===== config.mk =====
export PLATFORM = sky130hd
export DESIGN_NAME = sia_fifo
export DESIGN_NICKNAME = d
export VERILOG_FILES = /design/src/hdl/sia_pkg.sv /design/src/hdl/sia_fifo.sv
export SDC_FILE = /design/constraint.sdc
export NUM_CORES = 1
export LEC_CHECK = 0
export BUFFER_PORTS_ARGS = -buffer_cell sky130_fd_sc_hd__buf_4
export CORE_ASPECT_RATIO = 2
export CORE_MARGIN = 2
export CORE_UTILIZATION = 51
export DETAILED_ROUTE_END_ITERATION = 10
export PLACE_DENSITY = 0.83
export SLEW_MARGIN = 20
export SYNTH_ARGS = -nofsm -noshare
export SYNTH_HDL_FRONTEND = slang
export SYNTH_SLANG_ARGS = --single-unit

===== constraint.sdc =====
create_clock -name i_clk -period 3.2 [get_ports i_clk]
set_clock_uncertainty 0.05 [all_clocks]
set_input_delay 0 -clock i_clk [delete_from_list [all_inputs] [get_ports i_clk]]
set_output_delay 0 -clock i_clk [all_outputs]
set_load 0.01 [all_outputs]

===== src/hdl/sia_pkg.sv =====
// Shared constants, codes, types and saturation helper for the saturating ALU.
package sia_pkg;

    // Operand width used inside the block; port fields stay 32 bits.
    localparam int DATA_WIDTH = 32;
    localparam int PORT_WIDTH = 32;
    localparam int WIDE_WIDTH = 64;
    localparam int SHAMT_WIDTH = 6;

    // Queue between the front and back parts.
    localparam int FIFO_DEPTH = 4;
    localparam int FIFO_AW = $clog2(FIFO_DEPTH);

    localparam logic signed [WIDE_WIDTH-1:0] SAT_MAX =
        (64'sd1 <<< (DATA_WIDTH - 1)) - 64'sd1;
    localparam logic signed [WIDE_WIDTH-1:0] SAT_MIN = -SAT_MAX - 64'sd1;

    typedef logic [DATA_WIDTH-1:0] t_data;

    typedef enum logic [3:0] {
        KIND_NONE = 4'd0,
        KIND_ADD  = 4'd1,
        KIND_SUB  = 4'd2,
        KIND_MUL  = 4'd3,
        KIND_DIV  = 4'd4,
        KIND_MOD  = 4'd5,
        KIND_OR   = 4'd6,
        KIND_AND  = 4'd7,
        KIND_XOR  = 4'd8,
        KIND_SHL  = 4'd9,
        KIND_SHR  = 4'd10
    } t_kind;

    // What the back part still has to do with a transaction.
    typedef enum logic [1:0] {
        CLS_DONE = 2'd0,
        CLS_MUL  = 2'd1,
        CLS_DIV  = 2'd2,
        CLS_MOD  = 2'd3
    } t_cls;

    // Classified transaction handed from front to back through the queue.
    typedef struct packed {
        t_cls  cls;
        logic  bad;
        t_data res;
        t_data a;
        t_data b;
    } t_work;

    // Saturate a 64-bit signed value to the DATA_WIDTH range.
    function automatic t_data sat64(input logic signed [WIDE_WIDTH-1:0] v);
        logic signed [WIDE_WIDTH-1:0] c;
        begin
            c = v;
            if (v > SAT_MAX) begin
                c = SAT_MAX;
            end else if (v < SAT_MIN) begin
                c = SAT_MIN;
            end
            return c[DATA_WIDTH-1:0];
        end
    endfunction

endpackage


===== src/hdl/sia_fifo.sv =====
// Short queue of classified transactions between front and back.
module sia_fifo import sia_pkg::*; (
    input  logic  i_clk,
    input  logic  i_rst_n,
    input  logic  i_push,
    input  t_work i_work,
    input  logic  i_pop,
    output logic  o_full,
    output logic  o_empty,
    output t_work o_work
);

    t_work                r_mem [FIFO_DEPTH];
    logic [FIFO_AW-1:0]   r_wr;
    logic [FIFO_AW-1:0]   r_rd;
    logic [FIFO_AW:0]     r_cnt;

    assign o_full  = (r_cnt == (FIFO_AW+1)'(FIFO_DEPTH));
    assign o_empty = (r_cnt == '0);
    assign o_work  = r_mem[r_rd];

    // Pointers and fill count
    always_ff @(posedge i_clk) begin
        if (!i_rst_n) begin
            r_wr  <= '0;
            r_rd  <= '0;
            r_cnt <= '0;
        end else begin
            if (i_push) begin
                r_wr <= r_wr + 1'b1;
            end
            if (i_pop) begin
                r_rd <= r_rd + 1'b1;
            end
            r_cnt <= r_cnt + (FIFO_AW+1)'(i_push) - (FIFO_AW+1)'(i_pop);
        end
    end

    // Storage
    always_ff @(posedge i_clk) begin
        if (i_push) begin
            r_mem[r_wr] <= i_work;
        end
    end

`ifndef SYNTHESIS
    a_no_overflow: assert property (@(posedge i_clk) disable iff (!i_rst_n)
        r_cnt <= (FIFO_AW+1)'(FIFO_DEPTH)) else $error("queue count beyond depth");
    a_no_underrun: assert property (@(posedge i_clk) disable iff (!i_rst_n)
        !(i_pop && o_empty)) else $error("pop from empty queue");
    a_no_push_full: assert property (@(posedge i_clk) disable iff (!i_rst_n)
        !(i_push && o_full)) else $error("push into full queue");
`endif

endmodule


Word-level counts from Yosys, hierarchy flattened. Memories as Yosys holds them, arrays and structs flattened. A register that Yosys moved wholly into a read port is not among the register bits. Index checks and enable logic that the tools add are counted.

Add/sub/neg operators: 4. Equal/unequal tests: 1. Multiplexer cells: 4. Reductions and logical operators: 1.

Operators with widths (number): $add 2x1->2 const B (2); $mux 2 (2); $add 3x1->3 (1); $eq 3x3->1 const B (1); $logic_not 3->1 (1); $sub 3x1->3 (1); $mux 1 (2).

Register bits: 7. Memory bits (writable): 396. Bits of input ports: 103. Output and inout bits: 101. Logic and storage cells: 14. Memories: 1.

Memories: r_mem (depth 4, width 99, rd ports 1, clocked after Yosys merged registers in 1, wr ports 1, line sia_fifo.sv:13) `t_work r_mem [FIFO_DEPTH];`.

Longest topological paths before layout. Gate-level depths: netlist of the first run.

Depth after elaboration: 3. Gate-level depth with buffers: 7. Gate-level depth less buffers: 7.

Least setup slack after synthesis of the first run. No wires, ideal clock.

Kind: register to register. Start point: register r_wr[0]. End point: memory r_mem[0][0] in the netlist's numbering, enable pin. Library setup time: 469 ps. Data arrival time: 2831 ps. Data required time: 2681 ps. Path slack: -150 ps. Cell stages (with the launch flop): 4. Path buffers: 0. Period minus slack after synthesis: 3350 ps. Cells stage by stage: dfxtp_1 -> inv_1 -> ha_1 -> and2_1.

RTL lines: start: declaration (line sia_fifo.sv:14) `logic [FIFO_AW-1:0] r_wr;`; start signal: assignment (line sia_fifo.sv:30) `r_wr <= r_wr + 1'b1;`; end: declaration (line sia_fifo.sv:13).

No word-level cell before the write port.

==> qor.yml, run 1 <==
reg2reg_slack_ns: 1.29
dr.pass1.iters: 4
cts_buffers: 35
clk_pin_slew_ns: 0.07
min_path_type: "in -> reg"
drt-initial-drc-count: 426
die-width_microns: 124
cts_max_level: 2
min_period_ns: 2.46
grt_most_used_layer: "met2"
area_delta_synth_final_pct: 29.4
yosys-top-cells-area: "edfxtp_1, mux4_2, dfxtp_1"
startpoint_type: "flop"
wirelength_microns: 29600
finalSetupViolations: 0
io_buffers: 203
grt_pass1_wl_microns: 44500
swShare_pct: 21.4
clock_sinks: 405
yosysTopAreaCellShare_pct: 80.9
hold-worst-slack_ns: 0.172
internal_power_uw: 9360
core-area_sq_um: 28300
r2r-start: "r_wr[0]"
share_comb_of_total_power_pct: 11.4
p_sw_uw: 2540
start_util_pct: 51.9
clockBufferDepth: 3
hold_viol: 0
worstPathRequired_ns: 3.15
place_congestion: 0.744
synth_area_sq_um: 14700
grt_use_met3_pct: 3.66
synth_most_common_cell: "edfxtp_1"
fill_cells: 1722
post_cts_buffers: 0
power.share.sequential_pct: 52.0
seq_area_frac_synth_pct: 82.2
p_per_area_nw_per_um2: 626
post-dp-hpwl_microns: 17700
crit_path_max_fanout: 30
grt_setup_unrepaired: "false"
status: "finished, final reports clean"
clk-insertion-delay-late_ns: 0.51
use_met2_pct: 36.2
synthArstFlopShare_pct: 0
ys_ff_latch: 405
antenna_found_initial: 4
nNetsFinal: 1010
setup_tns_ns: 0
grt_use_total_pct: 20.2
ant_nets: 0
synth.avg_cell_area_sq_um: 26.2
clock.fmax_ghz: 0.407
num_rows: 87
drc: 0
period_share_pct: 76.7
slew_viol_final: 0
die_h_microns: 244
routedWlPerCell_microns: 23.0
yosys_warnings: 0
syn_inst: 560
grt_max_degree: 46
drv_cap: 0
power.leakage_uw: 0.00651
peakVddDrop_mv: 0.660
synth.distinct_cells: 21
p_clk_share_pct: 36.6
min_from: "i_work[70]"
timing.rr.end: "r_mem[0][80]"
die-area_sq_um: 30300
yosysTopAreaCell: "edfxtp_1"
r2r_cells: 4
synthesis.nets: 670
postLayoutCoreUtil_pct: 67.2
grt_pass1_vias: 7661
cts_root_buf: "clkbuf_16"
pin_count: 204
worstHoldEndpoint: "r_mem[0][70]"
arrival_ns: 2.41
holdPathStages: 2
vias: 6974
vias_per_cell: 5.42
grt-ovfl-total: 0
criticalPathCategory: "reg -> out"
drive_gt1_share_pct: 41.1
synth-edff-count: 396
slew_headroom_pct: 49.8
cts_tree: "yes"
endpoint_kind: "primary output"
tightest_slew_ns: 0.753
ys_dominant_reg_cell: "edfxtp_1"
grt_use_met1_pct: 22.9
synth_commonest_cells: "edfxtp_1, mux4_2, buf_2, dfxtp_1, clkbuf_1"
## placed cells by master, fill, tap and decap left out
cell type and count:
a21bo_2 1, a21oi_1 1, and2_1 2, and2_4 4, and3_1 1, buf_12 7
buf_4 216, bufinv_16 5, clkbuf_1 3, clkbuf_16 37, clkinv_1 8, clkinv_2 5
dfxtp_1 7, dfxtp_4 2, diode_2 4, dlygate4sd3_1 102, edfxtp_1 396, fa_1 1
ha_1 6, inv_1 7, inv_6 5, mux2i_1 1, mux4_2 99, nand3b_1 1
nor2_1 5, nor3_1 1, xnor2_1 2, xor3_1 1
## worst max path at each step
stage	end	start	cells past startpoint
6_report	o_work[3]	flop	3
5_1_grt	o_work[55]	flop	3
4_1_cts	o_work[3]	flop	3
3_5_place_dp	o_work[3]	flop	3
3_3_place_gp	o_work[16]	flop	3
2_1_floorplan	r_mem[2][0]	r_wr[0]	3
## logic make-up (layout without fill, tap and decap cells)
| family | after synthesis | after routing | share of synthesized area [%] |
|---|---|---|---|
| buffers and inverters | 29 | 395 | 1.06 |
| AOI/OAI and AO/OA | 2 | 2 | 0.102 |
| muxes | 100 | 100 | 15.2 |
| xor gates and xnor gates | 3 | 3 | 0.281 |
| DFF | 405 | 405 | 82.2 |
| adders and majority gates | 7 | 7 | 0.647 |
| and+or+nand+nor | 14 | 14 | 0.511 |
| other | 0 | 4 | 0 |
## per-stage QoR
step	std cells	setup slack [ns]	power (uW)	cell area (sq um)
floorplan	560	0.944	6920	14700
global placement	1117	1.23	7530	16800
detailed placement	1117	1.21	7570	16800
CTS	1282	0.655	12000	19000
global route	1286	0.575	12300	19000
finish	1286	0.745	11900	19000
## power by group through the flow
stage	Combinational [uW]	Clock, uW	Sequential, uW
finish	1360	4350	6190
global route	1450	4630	6220
CTS	1370	4430	6200
detailed placement	1260	0	6310
global placement	1240	0	6290
floorplan	665	0	6260
## timing repair
item                                   CTS  global route
setup endpoints to repair                0             0
resized for setup                        0             0
endpoints found under the hold margin  405             0
hold buffers                           102             0
## layer usage
layer,vias to the layer above,share of wire (%)
met5,-,0
met4,0,4.2
met3,72,5.1
met2,244,56
met1,3580,35
li1,3078,-
## area by class of cell
cell class	count	area (sq um)	area share (%)
Clock buffer	40	937	4.93
Multi-Input combinational cell	126	2480	13.0
Antenna cell	4	10.0	0.0527
Inverter	7	26.3	0.138
Clock inverter	23	249	1.31
Sequential cell	405	12100	63.6
Tap cell	356	445	2.34
Timing Repair Buffer	325	2780	14.6
## flip-flops by register name (all words and copies together), names as in the netlist, named ones only
name   flops
r_mem    396
r_cnt      3
r_rd       2
r_wr       2
## worst max-delay path: stages (launching register included)
cell,delay [ns]
dfxtp_4,0.75
buf_4,0.40
mux4_2,0.55
buf_4,0.16
(Power assumes the default switching activity.)
==> run 2, diff against run 1 <==
--- a/config.mk
+++ b/config.mk
@@ -5,12 +5,13 @@
 export SDC_FILE = /design/constraint.sdc
 export NUM_CORES = 1
 export LEC_CHECK = 0
+export ABC_AREA = 1
 export BUFFER_PORTS_ARGS = -buffer_cell sky130_fd_sc_hd__buf_4
 export CORE_ASPECT_RATIO = 2
 export CORE_MARGIN = 2
-export CORE_UTILIZATION = 51
+export CORE_UTILIZATION = 52
 export DETAILED_ROUTE_END_ITERATION = 10
-export PLACE_DENSITY = 0.83
+export PLACE_DENSITY = 0.84
 export SLEW_MARGIN = 20
 export SYNTH_ARGS = -nofsm -noshare
 export SYNTH_HDL_FRONTEND = slang
==> constraint.sdc (replaced) <==
create_clock -name i_clk -period 2.2 [get_ports i_clk]
set_clock_uncertainty 0.05 [all_clocks]
set_input_delay 0 -clock i_clk [delete_from_list [all_inputs] [get_ports i_clk]]
set_output_delay 0 -clock i_clk [all_outputs]
set_load 0.01 [all_outputs]
==> run 2 against run 1 <==
  * Non-clock buffer count increased by 6
  * First-iteration DRC count increased by 98%
  * Highest routed layer unchanged
  * Design area rose by 7.9%
  * Core utilization fell by 1.7 points
  * Worst setup slack lost 0.61 ns
==> qor.yml, run 2 <==
status: "finished, final reports clean"
yosys-top-cells-area: "edfxtp_1, inv_1, nand2_1"
hold-worst-slack_ns: 0.165  # -0.00755 ns
wirelength_microns: 34900  # +18%
antenna_found_initial: 1  # -3
timing.rr.end: "r_mem[2][44]"
min_from: "i_pop"
pin_count: 204  # unchanged
min_path_type: "in -> reg"
grt_max_degree: 81  # +76%
start_util_pct: 52.5  # +0.61 points
min_period_ns: 2.07
core-area_sq_um: 31300  # +11%
cts_max_level: 2  # unchanged
finalSetupViolations: 0  # unchanged
routedWlPerCell_microns: 17.8  # -23%
period_share_pct: 93.9
reg2reg_slack_ns: 0.47  # -0.82 ns
reg.largest.list: "r_mem x396, r_cnt x3"
p_per_area_nw_per_um2: 830  # +33%
drv_cap: 0  # unchanged
synth-edff-count: 396  # unchanged
vias_per_cell: 5.23  # -3.5%
yosys_warnings: 0  # unchanged
stdcell_count: 1958  # +52%
drc: 0  # unchanged
die-width_microns: 130  # +4.6%
holdPathStages: 3  # +1
synth_area_sq_um: 16400  # +12%
syn_inst: 1210  # +120%
largest_register: "r_mem"
io_buffers: 203  # unchanged
die-area_sq_um: 33200  # +9.5%
post-dp-hpwl_microns: 19800  # +12%
grt_pass1_wl_microns: 53800  # +21%
synth_commonest_cells: "edfxtp_1, inv_1, nand2_1, o211ai_1, o21ai_1"
cts_tree: "yes"
drt-initial-drc-count: 845  # +98%
ys_ff_latch: 405  # unchanged
startpoint_type: "flop"
seq_area_frac_synth_pct: 73.4  # -8.8 points
clockBufferDepth: 3  # unchanged
postLayoutCoreUtil_pct: 65.5  # -1.7 points
peakVddDrop_mv: 0.851  # +29%
clock.fmax_ghz: 0.484
r2r-start: "r_wr[0]"
yosysTopAreaCellShare_pct: 72.3  # -8.6 points
cts-resized-gates: 0  # unchanged
slew_viol_final: 0  # unchanged
drive_gt1_share_pct: 24.8  # -16 points
largest_reg_flops: 396  # unchanged
crit_path_max_fanout: 80  # +170%
grt-ovfl-total: 0  # unchanged
num_rows: 92  # +5.7%
place_congestion: 0.756  # +1.6%
synthArstFlopShare_pct: 0  # unchanged
die_h_microns: 256  # +4.7%
cts_buffers: 34  # -2.9%
ys_dominant_reg_cell: "edfxtp_1"
synth_most_common_cell: "edfxtp_1"
arrival_ns: 2.02  # -0.39 ns
vias: 10200  # +47%
worstHoldEndpoint: "r_rd[0]"
clk_pin_slew_ns: 0.06  # about the same
synth.avg_cell_area_sq_um: 13.6  # -48%
mostFrequentLayoutCell: "edfxtp_1"
tightest_slew_ns: 0.571  # -0.182 ns
mostFrequentLayoutCells: "edfxtp_1, buf_4, inv_1, nand2_1, dlygate4sd3_1"
grt_use_total_pct: 20.9  # +0.70 points
placedCellCount: 1794  # +61%
worstPathRequired_ns: 2.15  # -1.00 ns
nNetsFinal: 1621  # +60%
endpoint_kind: "primary output"
ant_nets: 0  # unchanged
grt_pass1_vias: 10300  # +35%
clock_sinks: 405  # unchanged
grt_setup_unrepaired: "false"
cts_root_buf: "clkbuf_16"
synthesis.nets: 1320  # +97%
hold_viol: 0  # unchanged
area_delta_synth_final_pct: 24.7
yosysTopAreaCell: "edfxtp_1"
dr.pass1.iters: 5  # +1
power.leakage_uw: 0.00789  # +21%
r2r_cells: 5  # +1
clk-insertion-delay-late_ns: 0.53  # +0.02 ns
synth.distinct_cells: 19  # -9.5%
slew_headroom_pct: 61.9  # +12 points
criticalPathCategory: "reg -> out"
run 2: cell count changes in the layout (fill, tap and decap cells not counted), moves of 7 or more:
cell,previous run,this run
a21oi_1,1,45
a21oi_2,0,60
buf_12,7,14
inv_1,7,207
mux4_2,99,0
nand2_1,0,204
o211ai_1,0,69
o211ai_2,0,30
o21ai_0,0,40
o21ai_1,0,63
run 2: report_power, final:
part	switching, uW	leakage [uW]	internal [uW]
registers	115	0.00371	8820
clock network	2570	0.000531	3390
logic	1210	0.00364	913
total	3900	0.00789	13100
run 2: critical path, stage by stage, from the launching register on:
cell,delay (ns)
dfxtp_4,0.55
buf_12,0.35
a21oi_1,0.11
o21ai_1,0.13
nand2_1,0.11
buf_4,0.16
run 2: logic make-up after synthesis:
| kind of cell | after synthesis | synth area share (%) |
|---|---|---|
| buffers and inverters | 279 | 8.03 |
| flip-flops | 405 | 73.4 |
| AND/OR/NAND/NOR | 212 | 4.85 |
| adder cells (fa/ha/maj) | 7 | 0.578 |
| AO/OA/AOI/OAI | 307 | 13.1 |
run 2: through the flow:
stage | cell area, sq um | power, uW | worst slack [ns] | TNS (ns)
floorplan | 16500 | 10100 | -0.298 | -113.50
detailed placement | 18400 | 11000 | 0.485 | 0
global route | 20500 | 17600 | 0.0291 | 0
global placement | 18400 | 10900 | 0.541 | 0
finish | 20500 | 17000 | 0.134 | 0
CTS | 20500 | 17100 | 0.0435 | 0
run 2: layout make-up:
cell class,count,area (sq um)
Inverter,213,815
Sequential cell,405,12100
Multi-Input combinational cell,526,3070
Clock inverter,17,184
Antenna cell,1,2.50
Tap cell,423,529
Timing Repair Buffer,331,2920
Fill cell,2101,10800
Clock buffer,42,902
run 2: what timing repair did:
action                                 in CTS  in global routing
setup endpoints to repair                   0                 12
endpoints found under the hold margin     405                  0
setup buffers                               0                  1
hold buffers                              103                  0
run 2: layer usage:
metal | global-route usage [%] | vias to the layer above | wire length, microns
met2 | 36.9 | 418 | 18300
met1 | 25.9 | 4963 | 13400
li1 | - | 4807 | -
met3 | 4.18 | 55 | 2500
met5 | 0 | - | 0
met4 | 5.68 | 0 | 722
run 2: how the worst max path moves through the flow:
stage	from	end	depth (start not counted)
detailed placement	r_wr[0]	r_mem[2][75]	5
global route	flop	o_work[92]	5
finish	flop	o_work[92]	5
global placement	r_cnt[0]	r_cnt[2]	7
floorplan	r_wr[0]	r_mem[0][0]	4
CTS	flop	o_work[92]	5
